===== config.mk =====
export PLATFORM = sky130hd
export DESIGN_NAME = sliding_window_min_max_mean_flat
export DESIGN_NICKNAME = d
export VERILOG_FILES = /design/src/hdl/swmm_pkg.sv /design/src/hdl/swmm_ifs.sv /design/src/hdl/swmm_ctrl.sv /design/src/hdl/swmm_dp.sv /design/src/hdl/sliding_window_min_max_mean.sv /design/src/flat_wrapper.sv
export SDC_FILE = /design/constraint.sdc
export NUM_CORES = 2
export LEC_CHECK = 0
export CAP_MARGIN = 15
export CORE_MARGIN = 3
export CORE_UTILIZATION = 44
export CTS_CLUSTER_DIAMETER = 100
export DETAILED_ROUTE_END_ITERATION = 16
export DONT_BUFFER_PORTS = 1
export PLACE_DENSITY = 0.62
export SKIP_CTS_REPAIR_TIMING = 1
export SLEW_MARGIN = 15
export SYNTH_ARGS = -nofsm -noshare
export SYNTH_HDL_FRONTEND = slang
export SYNTH_SLANG_ARGS = --single-unit

===== constraint.sdc =====
create_clock -name i_clk -period 17.9 [get_ports i_clk]
set_input_delay 2.685 -clock i_clk [delete_from_list [all_inputs] [get_ports i_clk]]
set_output_delay 2.685 -clock i_clk [all_outputs]
set_load 0.01 [all_outputs]

===== src/hdl/swmm_pkg.sv =====
// ----------------------------------------------------------------------------
// Sliding window statistics: package
// Shared widths, types and the controller/datapath command and status groups.
// ----------------------------------------------------------------------------
package swmm_pkg;

    localparam int SAMPLE_W         = 16;
    localparam int COUNT_OUT_W      = 8;
    localparam int DEF_WINDOW_DEPTH = 200;

    typedef logic signed [SAMPLE_W-1:0] t_sample;
    typedef logic [COUNT_OUT_W-1:0]     t_count_out;

    // Commands from the controller to the datapath.
    typedef struct packed {
        logic load;        // capture the incoming sample
        logic rd_old;      // read the slot that is about to be overwritten
        logic upd;         // write the sample, update sum, count and slot
        logic scan_start;  // rewind the scan index
        logic scan;        // read one stored sample for the min/max scan
        logic div_start;   // launch the serial divider
        logic out_load;    // load the result register
    } t_cmd;

    // Status from the datapath to the controller.
    typedef struct packed {
        logic scan_last;   // the scan index points at the last held sample
        logic div_busy;    // the divider is iterating
        logic out_free;    // the result register can take a new result
    } t_stat;

endpackage


===== src/hdl/swmm_ifs.sv =====
// ----------------------------------------------------------------------------
// Sliding window statistics: channel interfaces
// Valid/ready channels for the sample input and the statistics result.
// ----------------------------------------------------------------------------
interface swmm_smp_if
    import swmm_pkg::*;
();
    logic    valid;
    logic    ready;
    t_sample sample;

    modport source (output valid, output sample, input ready);
    modport sink (input valid, input sample, output ready);
endinterface

interface swmm_res_if
    import swmm_pkg::*;
();
    logic       valid;
    logic       ready;
    t_count_out held_count;
    t_sample    window_mean;
    t_sample    window_min;
    t_sample    window_max;

    modport source (output valid, output held_count, output window_mean,
                    output window_min, output window_max, input ready);
    modport sink (input valid, input held_count, input window_mean,
                  input window_min, input window_max, output ready);
endinterface


===== src/hdl/swmm_ctrl.sv =====
// ----------------------------------------------------------------------------
// Sliding window statistics: controller
// Sequences one sample through update, window scan, divide and result load.
// ----------------------------------------------------------------------------
module swmm_ctrl
    import swmm_pkg::*;
(
    input  logic  i_clk,
    input  logic  i_rst_n,
    input  logic  i_in_valid,
    output logic  o_in_ready,
    input  t_stat i_stat,
    output t_cmd  o_cmd
);

    localparam logic [2:0] ST_IDLE     = 3'd0;
    localparam logic [2:0] ST_RD_OLD   = 3'd1;
    localparam logic [2:0] ST_UPD      = 3'd2;
    localparam logic [2:0] ST_SCAN     = 3'd3;
    localparam logic [2:0] ST_SCAN_END = 3'd4;
    localparam logic [2:0] ST_DIV      = 3'd5;
    localparam logic [2:0] ST_OUT      = 3'd6;

    logic [2:0] r_state;
    logic [2:0] n_state;

    always_ff @(posedge i_clk) begin
        if (!i_rst_n) begin
            r_state <= ST_IDLE;
        end else begin
            r_state <= n_state;
        end
    end

    assign o_in_ready = (r_state == ST_IDLE);

    always_comb begin
        n_state = r_state;
        o_cmd   = '0;
        unique case (r_state)
            ST_IDLE: begin
                if (i_in_valid) begin
                    o_cmd.load = 1'b1;
                    n_state    = ST_RD_OLD;
                end
            end
            ST_RD_OLD: begin
                o_cmd.rd_old = 1'b1;
                n_state      = ST_UPD;
            end
            ST_UPD: begin
                o_cmd.upd        = 1'b1;
                o_cmd.scan_start = 1'b1;
                n_state          = ST_SCAN;
            end
            ST_SCAN: begin
                o_cmd.scan = 1'b1;
                if (i_stat.scan_last) begin
                    n_state = ST_SCAN_END;
                end
            end
            ST_SCAN_END: begin
                // The last scan read is compared during this cycle.
                o_cmd.div_start = 1'b1;
                n_state         = ST_DIV;
            end
            ST_DIV: begin
                if (!i_stat.div_busy) begin
                    n_state = ST_OUT;
                end
            end
            ST_OUT: begin
                if (i_stat.out_free) begin
                    o_cmd.out_load = 1'b1;
                    n_state        = ST_IDLE;
                end
            end
            default: begin
                n_state = ST_IDLE;
            end
        endcase
    end

endmodule


===== src/hdl/swmm_dp.sv =====
// ----------------------------------------------------------------------------
// Sliding window statistics: datapath
// Ring store, running sum, min/max scan, serial divider and result register.
// ----------------------------------------------------------------------------
module swmm_dp
    import swmm_pkg::*;
#(
    parameter int WINDOW_DEPTH = DEF_WINDOW_DEPTH
) (
    input  logic       i_clk,
    input  logic       i_rst_n,
    input  t_cmd       i_cmd,
    input  t_sample    i_sample,
    input  logic       i_out_ready,
    output t_stat      o_stat,
    output logic       o_out_valid,
    output t_count_out o_held_count,
    output t_sample    o_window_mean,
    output t_sample    o_window_min,
    output t_sample    o_window_max
);

    localparam int AW  = (WINDOW_DEPTH > 1) ? $clog2(WINDOW_DEPTH) : 1;
    localparam int CW  = $clog2(WINDOW_DEPTH + 1);
    localparam int SW  = SAMPLE_W + CW;
    localparam int STW = $clog2(SW + 1);

    localparam logic [AW-1:0]  SLOT_LAST = AW'(WINDOW_DEPTH - 1);
    localparam logic [CW-1:0]  COUNT_MAX = CW'(WINDOW_DEPTH);
    localparam logic [CW-1:0]  COUNT_ONE = CW'(1);
    localparam logic [STW-1:0] STEPS     = STW'(SW);
    localparam logic [STW-1:0] STEP_ONE  = STW'(1);

    // Sample store.
    t_sample mem [WINDOW_DEPTH];
    t_sample r_rdata;
    logic [AW-1:0] rd_addr;

    // Window state.
    t_sample             r_sample;
    logic [AW-1:0]       r_slot;
    logic [CW-1:0]       r_count;
    logic signed [SW-1:0] r_sum;
    logic                full;

    // Scan.
    logic [AW-1:0] r_idx;
    logic          r_cmp_vld;
    logic          r_cmp_first;
    t_sample       r_min;
    t_sample       r_max;

    // Divider.
    logic           r_div_busy;
    logic [STW-1:0] r_step;
    logic [SW-1:0]  r_quo;
    logic [CW:0]    r_rem;
    logic           r_neg;
    logic [CW:0]    rem_sh;
    logic           rem_ge;

    // Result register.
    logic r_out_vld;

    assign full    = (r_count == COUNT_MAX);
    assign rd_addr = i_cmd.rd_old ? r_slot : r_idx;

    always_ff @(posedge i_clk) begin
        if (i_cmd.upd) begin
            mem[r_slot] <= r_sample;
        end
        r_rdata <= mem[rd_addr];
    end

    always_ff @(posedge i_clk) begin
        if (i_cmd.load) begin
            r_sample <= i_sample;
        end
    end

    // Window bookkeeping. When the window is full, r_rdata holds the oldest
    // sample, read from the slot about to be overwritten.
    always_ff @(posedge i_clk) begin
        if (!i_rst_n) begin
            r_slot  <= '0;
            r_count <= '0;
            r_sum   <= '0;
        end else if (i_cmd.upd) begin
            r_sum   <= r_sum - (full ? SW'(r_rdata) : SW'(0)) + SW'(r_sample);
            r_count <= full ? r_count : r_count + COUNT_ONE;
            r_slot  <= (r_slot == SLOT_LAST) ? '0 : r_slot + 1'b1;
        end
    end

    // Min/max scan: reads are issued one per cycle and compared in the cycle after.
    always_ff @(posedge i_clk) begin
        if (!i_rst_n) begin
            r_idx       <= '0;
            r_cmp_vld   <= 1'b0;
            r_cmp_first <= 1'b0;
        end else begin
            r_cmp_vld   <= i_cmd.scan;
            r_cmp_first <= i_cmd.scan && (r_idx == '0);
            if (i_cmd.scan_start) begin
                r_idx <= '0;
            end else if (i_cmd.scan) begin
                r_idx <= r_idx + 1'b1;
            end
        end
    end

    always_ff @(posedge i_clk) begin
        if (r_cmp_vld) begin
            if (r_cmp_first || (r_rdata < r_min)) begin
                r_min <= r_rdata;
            end
            if (r_cmp_first || (r_rdata > r_max)) begin
                r_max <= r_rdata;
            end
        end
    end

    // Restoring divider on the magnitude of the sum, one quotient bit a cycle.
    assign rem_sh = {r_rem[CW-1:0], r_quo[SW-1]};
    assign rem_ge = (rem_sh >= {1'b0, r_count});

    always_ff @(posedge i_clk) begin
        if (!i_rst_n) begin
            r_div_busy <= 1'b0;
            r_step     <= '0;
        end else if (i_cmd.div_start) begin
            r_div_busy <= 1'b1;
            r_step     <= STEPS;
        end else if (r_div_busy) begin
            r_step     <= r_step - STEP_ONE;
            r_div_busy <= (r_step != STEP_ONE);
        end
    end

    always_ff @(posedge i_clk) begin
        if (i_cmd.div_start) begin
            r_neg <= r_sum[SW-1];
            r_quo <= r_sum[SW-1] ? SW'(-r_sum) : SW'(r_sum);
            r_rem <= '0;
        end else if (r_div_busy) begin
            r_rem <= rem_ge ? rem_sh - {1'b0, r_count} : rem_sh;
            r_quo <= {r_quo[SW-2:0], rem_ge};
        end
    end

    // Result register.
    always_ff @(posedge i_clk) begin
        if (!i_rst_n) begin
            r_out_vld <= 1'b0;
        end else if (i_cmd.out_load) begin
            r_out_vld <= 1'b1;
        end else if (i_out_ready) begin
            r_out_vld <= 1'b0;
        end
    end

    always_ff @(posedge i_clk) begin
        if (i_cmd.out_load) begin
            o_held_count  <= COUNT_OUT_W'(r_count);
            o_window_mean <= r_neg ? -r_quo[SAMPLE_W-1:0] : r_quo[SAMPLE_W-1:0];
            o_window_min  <= r_min;
            o_window_max  <= r_max;
        end
    end

    assign o_out_valid      = r_out_vld;
    assign o_stat.scan_last = (CW'(r_idx) == (r_count - COUNT_ONE));
    assign o_stat.div_busy  = r_div_busy;
    assign o_stat.out_free  = !r_out_vld || i_out_ready;

endmodule


===== src/hdl/sliding_window_min_max_mean.sv =====
// ----------------------------------------------------------------------------
// Sliding window minimum, maximum and mean
// Usage:
//   i_smp carries one signed Q8.8 sample per transfer. o_res carries one
//   result per sample: the number of samples held, their mean (truncated
//   toward zero), and the window minimum and maximum.
//   The window holds the last WINDOW_DEPTH samples in a two-port ring
//   memory; once full, the oldest sample leaves the running sum.
//   The running sum is SW = 16 + clog2(WINDOW_DEPTH + 1) bits wide (24 at
//   the default depth). The memory read port scans the window one sample a
//   cycle, then a serial divider takes one quotient bit a cycle. One sample
//   is processed at a time; i_smp.ready is high while the block is idle,
//   also while a result waits in the output register.
//   Reset empties the window and drops any pending result; the memory needs
//   no clearing because only written slots are read.
//   If the receiver stalls, the result is held and the next sample is
//   accepted, but its result waits until the previous one is taken.
// ----------------------------------------------------------------------------
module sliding_window_min_max_mean
    import swmm_pkg::*;
#(
    parameter int WINDOW_DEPTH = DEF_WINDOW_DEPTH
) (
    input  logic        i_clk,
    input  logic        i_rst_n,
    swmm_smp_if.sink    i_smp,
    swmm_res_if.source  o_res
);

    t_cmd  cmd;
    t_stat stat;
    logic  in_ready;

    swmm_ctrl u_ctrl (
        .i_clk      (i_clk),
        .i_rst_n    (i_rst_n),
        .i_in_valid (i_smp.valid),
        .o_in_ready (in_ready),
        .i_stat     (stat),
        .o_cmd      (cmd)
    );

    swmm_dp #(
        .WINDOW_DEPTH (WINDOW_DEPTH)
    ) u_dp (
        .i_clk         (i_clk),
        .i_rst_n       (i_rst_n),
        .i_cmd         (cmd),
        .i_sample      (i_smp.sample),
        .i_out_ready   (o_res.ready),
        .o_stat        (stat),
        .o_out_valid   (o_res.valid),
        .o_held_count  (o_res.held_count),
        .o_window_mean (o_res.window_mean),
        .o_window_min  (o_res.window_min),
        .o_window_max  (o_res.window_max)
    );

    assign i_smp.ready = in_ready;

endmodule


===== src/flat_wrapper.sv =====
// flat-port wrapper written by rule: the top's interface ports become plain ports
module sliding_window_min_max_mean_flat import swmm_pkg::*;
#(
    parameter int WINDOW_DEPTH = DEF_WINDOW_DEPTH
)
  (i_clk, i_rst_n, i_smp_valid, i_smp_sample, i_smp_ready, o_res_valid, o_res_held_count, o_res_window_mean, o_res_window_min, o_res_window_max, o_res_ready);
  swmm_smp_if i_smp_i ();
  swmm_res_if o_res_i ();
  input  logic i_clk;
  input  logic i_rst_n;
  input wire logic [$bits(i_smp_i.valid)-1:0] i_smp_valid;
  input wire logic [$bits(i_smp_i.sample)-1:0] i_smp_sample;
  output wire logic [$bits(i_smp_i.ready)-1:0] i_smp_ready;
  output wire logic [$bits(o_res_i.valid)-1:0] o_res_valid;
  output wire logic [$bits(o_res_i.held_count)-1:0] o_res_held_count;
  output wire logic [$bits(o_res_i.window_mean)-1:0] o_res_window_mean;
  output wire logic [$bits(o_res_i.window_min)-1:0] o_res_window_min;
  output wire logic [$bits(o_res_i.window_max)-1:0] o_res_window_max;
  input wire logic [$bits(o_res_i.ready)-1:0] o_res_ready;
  assign i_smp_i.valid = i_smp_valid;
  assign i_smp_i.sample = i_smp_sample;
  assign i_smp_ready = i_smp_i.ready;
  assign o_res_valid = o_res_i.valid;
  assign o_res_held_count = o_res_i.held_count;
  assign o_res_window_mean = o_res_i.window_mean;
  assign o_res_window_min = o_res_i.window_min;
  assign o_res_window_max = o_res_i.window_max;
  assign o_res_i.ready = o_res_ready;
  sliding_window_min_max_mean #(.WINDOW_DEPTH(WINDOW_DEPTH)) u_core (.i_clk(i_clk), .i_rst_n(i_rst_n), .i_smp(i_smp_i), .o_res(o_res_i));
endmodule

; Word-level counts from Yosys, hierarchy flattened
; Memory sizes are Yosys's and may differ from the RTL's. A register that Yosys moved wholly into a read port is not among the register bits.
; Cells that the tools add are included.
[word_totals]
out_inout_bits = 58
memories = 1
latchBits = 0
regBits = 197
inputBits = 20
ram_bits = 3200
rom_bits = 0
[op_classes]
bitwise = 2
n_eq_ne = 14
n_addsub = 10
magnitude_cmp = 3
mux = 29
n_shift = 0
div_mod_pow = 0
reduce_logical = 15
n_mul = 0
[mem_list]
columns = memory, words, word_bits, rd, rd_clocked_by_memory_dff, wr, line
row1 = u_core.u_dp.mem, 200, 16, 1, 1, 1, swmm_dp.sv:35  ; t_sample mem [WINDOW_DEPTH];
[ops]
columns = op, n
row1 = 2-to-1 mux 24 bit, 4
row2 = adder 24 x 16 -> 24 bit, 1
row3 = adder 8 x 1 -> 8 bit (second input constant), 3
row4 = 2-to-1 mux 8 bit, 3
row5 = negation 24 bit, 1
row6 = subtractor 24 bit, 1
row7 = one-hot mux 3 bit (7 select lines), 1
row8 = == test 8 bit (second input constant), 2
row9 = > comparator 16 bit, 1
row10 = < comparator 16 bit, 1
row11 = 2-to-1 mux 16 bit, 1
row12 = negation 16 bit, 1
row13 = 2-to-1 mux 1 bit, 13
row14 = 2-to-1 mux 3 bit, 4
row15 = 2-to-1 mux 5 bit, 2
row16 = == test 3 bit (second input constant), 3
row17 = >= comparator 9 x 8 -> 1 bit, 1
row18 = == test 8 bit, 1
row19 = zero test 8 bit, 1
row20 = subtractor 8 x 1 -> 8 bit (second input constant), 1
row21 = subtractor 8 bit, 1
row22 = == test 3 x 2 -> 1 bit (second input constant), 2
row23 = AND reduction 2 bit, 3
row24 = inequality test 5 x 1 -> 1 bit (second input constant), 1
row25 = other kinds (13), 20

; Longest topological paths before layout
[logic_depth]
ltp_word = 5
ltp_mapped = 18
ltp_nobuf = 17

; Cells and area by module
; A second synthesis with hierarchy kept.
[hier_totals]
hier_cells = 8795
area_unflattened_um2 = 136831.2
[by_module_without_submodules]
columns = mod, seq_area_each_um2, cells_each, instances, area_per_inst_um2
row1 = swmm_dp, 101587.4, 8764, 1, 136576.0
row2 = swmm_ctrl, 60.1, 31, 1, 255.2

; Worst setup path after synthesis
; OpenSTA, ideal clock, no wires.
[synth_timing]
path_type = register -> register
start = reg u_core.u_dp.r_sample[15]
end = reg u_core.u_dp.r_sum[21]
period_less_slack_ns = 6.155
required_ns = 17.785
arrival_time_ns = 6.040
stages_incl_launch_ff = 13
slack_ns = 11.745
n_path_buf = 0
path_cell_list = edfxtp_1 -> inv_1 -> fa_1 -> inv_1 -> ha_1 -> a21o_1 -> a21o_1 -> a21oi_1 -> o21ai_0 -> a311oi_1 -> xor2_1 -> o21ai_0 -> and2_1
[synth_between]
elab_chain_cells = 1
[synth_lines]
columns = element, line
row1 = start: declaration, swmm_dp.sv:40  ; t_sample r_sample;
row2 = start signal: assignment, swmm_dp.sv:77  ; r_sample <= i_sample;
row3 = adder 24 x 16 -> 24 bit, swmm_dp.sv:89  ; r_sum <= r_sum - (full ? SW'(r_rdata) : SW'(0)) + SW'(r_sample);
row4 = end signal: assignment, swmm_dp.sv:89
row5 = end: declaration, swmm_dp.sv:43  ; logic signed [SW-1:0] r_sum;
; Every way passes these cells.
; A chain may end at the register's enable or synchronous reset.

; Worst setup path after layout
[layout_timing]
start = reg u_core.u_ctrl.r_state[0]
end = reg u_core.u_dp.r_rdata[8] (read register of u_core.u_dp.mem)
[layout_between]
elab_chain_cells = 3
[layout_lines]
columns = element, line
row1 = start: declaration, swmm_ctrl.sv:24  ; logic [2:0] r_state;
row2 = start signal: assignment, swmm_ctrl.sv:31  ; r_state <= n_state;
row3 = == test 3 x 1 -> 1 bit, swmm_ctrl.sv:40  ; unique case (r_state)
row4 = 2-to-1 mux 1 bit, swmm_ctrl.sv:40
row5 = 2-to-1 mux 8 bit, swmm_dp.sv:66  ; assign rd_addr = i_cmd.rd_old ? r_slot : r_idx;
row6 = end: declaration, swmm_dp.sv:36  ; t_sample r_rdata;
; Every way passes these cells.

==> flow_summary.ini <==
[detailed_routing]
wl_per_cell_microns = 30.73
wl_mm = 410.8
dr.pass1.iters = 6
vias_per_cell = 6.087
remaining_drc_errors = 0
ant_nets = 0
vias = 81390
dr.first_iter.drc_count = 11600

[finish]
largestRegisters = u_core.u_dp.mem: 3200 flops, u_core.u_dp.r_quo: 24 flops, u_core.u_dp.r_sum: 24 flops
final_nets = 9099
regMostFlops = u_core.u_dp.mem
area_growth_pct = 12.36
largest_reg_flops = 3200
final_layout_size_suffix_gt1_frac = 0.1394

[setup_path]
end_kind = flip-flop
cp-start-kind = flip-flop
worstPathRequired_ps = 18630
crit_path_max_fanout = 128
r2r_start = u_core.u_ctrl.r_state[0]
r2r_setup_slack_ps = 10850
crit_arrival_ps = 7770
rr_worst_depth = 14
r2r_end = u_core.u_dp.r_rdata[8]
path_class = reg2reg

[synthesis]
synth-async-reset-ratio = 0
ys.flop_type = edfxtp_1
synth_enable_flop_cells = 3329
netlist_instances = 8772
synth_cell_types = 86
postSynthAreaPerCell_sq_um = 15.54
syn_area_sq_mm = 0.1363
yosysWarnings = 0
synth_fp_nets = 8893
yosysSeqAreaShare = 0.7458
synth-seq-cells = 3413

[pwr]
combPwrFrac = 0.078
seqPwrFrac = 0.518
power_switching_uw = 4040
sw_frac_of_total = 0.2320
internal_power_uw = 13380
fin_total_pwr_uw = 17420
ir_drop_mv = 0.08108
pwr-share-clk = 0.404
leakage_uw = 0.05094
p_per_area_mw_per_mm2 = 113.7

[placement]
portBuffers = 0
place_hpwl_mm = 238.2
gp_congestion = 0.8966

[sta]
slew_headroom = 0.05507
period_share = 0.3938
final-setup-viol-count = 0
max_freq_ghz = 0.1419
worst_slew_pin_slew_ps = 1408
rsz0062_at_grt = no
finalHoldViolCount = 0
setup-tns-final_ps = 0
period_needed_ps = 7049
finClkSkew_ps = 69.01
report.final.slew_viol_count = 0

[cts]
htree_levels = 5
cts_tree = yes
clkTransAtPathRegs_ps = 60
cts_buffers = 349
clk_path_buf_depth = 4
clock-root-buffer = clkbuf_16
clock_sinks = 3413
insertion_delay_ps = 910

[floorplanning]
die_h_microns = 562.6
initial_core_util = 0.4438
fp-row-count = 203
die_area_sq_mm = 0.3165
core-area_sq_mm = 0.3071
die_x_microns = 562.6
ioPinCount = 78

[run_status]
status = finished, final reports clean

[min_path]
holdPathEnd = u_core.u_dp.o_window_min[0]
hold_path.class = reg2reg
hp-start = u_core.u_dp.r_min[0]
hold_depth = 0

[global_route]
antenna_found_initial = 17
grt_overflow_total = 0
grt_pass1_vias = 78770
grt_pass1_wl_mm = 581.7
gr-usage-all-layers = 0.2541
grt_max_degree = 202

[flow_run]
drv_cap = 0
-- how the worst max path moves through the flow --
stage / end / cells past startpoint / startpoint / slack, ps
detailed placement: u_core.u_dp.r_rdata[8] / 14 / u_core.u_ctrl.r_state[0] / 10850
global route: u_core.u_dp.r_rdata[8] / 14 / u_core.u_ctrl.r_state[0] / 10180
floorplan: u_core.u_dp.r_sum[21] / 12 / u_core.u_dp.r_sample[15] / 11750
finish: u_core.u_dp.r_rdata[8] / 14 / u_core.u_ctrl.r_state[0] / 10850
global placement: u_core.u_dp.r_rdata[8] / 14 / u_core.u_ctrl.r_state[0] / 10810
CTS: u_core.u_dp.r_rdata[8] / 14 / u_core.u_ctrl.r_state[0] / 10830
-- area by class of cell --
class,count,area (sq um)
Clock buffer,441,9194
Sequential cell,3413,101600
Fill cell,25150,153900
Inverter,137,514.2
Antenna cell,25,62.56
Tap cell,4100,5130
Clock inverter,178,1682
Timing Repair Buffer,370,3028
Multi-Input combinational cell,4707,31870
-- cells in the mapped netlist (60+ instances only) --
cell type,n,area (sq um)
clkbuf_1,200,750.7
nor2_1,292,1096
mux4_2,336,7567
xnor2_1,67,586.8
a21oi_1,223,1116
o21ai_0,122,610.6
ha_1,77,963.4
o221ai_1,60,525.5
edfxtp_1,3329,99970
nand3_1,680,3403
inv_1,136,510.5
nand4_1,83,519.3
dfxtp_1,84,1682
mux2i_1,255,2552
nor3_1,63,315.3
a31oi_1,172,1076
buf_2,167,835.8
nand2_1,1698,6374
-- cell usage in the layout (no fill, tap or decap), types with 68 or more instances in the layout --
cell	Yosys	layout
dfxtp_1	84	84
nand3_1	680	680
a21oi_1	223	222
nor2_1	292	232
a31oi_1	172	172
clkbuf_16	0	353
inv_1	136	136
mux4_2	336	336
mux2i_1	255	249
clkinv_1	1	68
edfxtp_1	3329	3329
nand4_1	83	83
ha_1	77	77
clkbuf_1	200	85
o21ai_0	122	119
nand2_1	1698	1695
buf_4	40	349
-- worst max-delay path, stage by stage, from the launching register on --
cell and delay [ps]:
dfxtp_1 580, or3b_2 480, buf_4 310, a21oi_4 650
buf_12 590, buf_4 760, buf_4 750, buf_4 770
mux4_2 580, and2_1 170, a2111oi_0 380, a311oi_1 90
o311ai_0 180, or3_1 210, o221ai_1 110
-- per-stage QoR --
| step | utilization | instance area (sq um) | worst slack [ps] | hold slack [ps] | std cells |
|---|---|---|---|---|---|
| final | 0.4987 | 153100 | 10850 | 442.4 | 13370 |
| after global routing | 0.4985 | 153100 | 10180 | 458.7 | 13350 |
| after CTS | 0.4981 | 153000 | 10830 | 446.5 | 13340 |
| after detailed placement | 0.4627 | 142100 | 10850 | 441.7 | 12730 |
| after global placement | 0.4622 | 141900 | 10810 | 440.6 | 12720 |
| after floorplan | - | 136300 | 11750 | 406.4 | 8772 |
-- metal layers --
layer,part of all wire,global-route usage,vias to the layer above
li1,-,-,33990
met1,0.38,0.3414,41870
met2,0.46,0.3980,4657
met3,0.11,0.06202,867
met4,0.046,0.1052,2
met5,0.000022,0,-
-- power groups by stage --
stage                     registers (uW)  logic [uW]  clock network (uW)
after floorplan                     9280         789                   0
after global placement              9180        1300                   0
after detailed placement            9180        1340                   0
after CTS                           9010        1340                7110
after global routing                9020        1460                7430
final                               9020        1360                7040
-- logic make-up (layout without fill, tap and decap cells) --
kind of cell             Yosys count  in the layout  share of synthesized area
buffers and inverters            652           1126                    0.02375
AO/OA/AOI/OAI                    905            905                    0.04373
other                              0             25                          0
XOR/XNOR                          86             86                   0.005527
AND/OR/NAND/NOR                 3014           3014                    0.09548
adder cells (fa/ha/maj)          101            101                    0.01059
flip-flops                      3413           3413                     0.7458
multiplexers                     601            601                    0.07510
(Power assumes the default switching activity.)
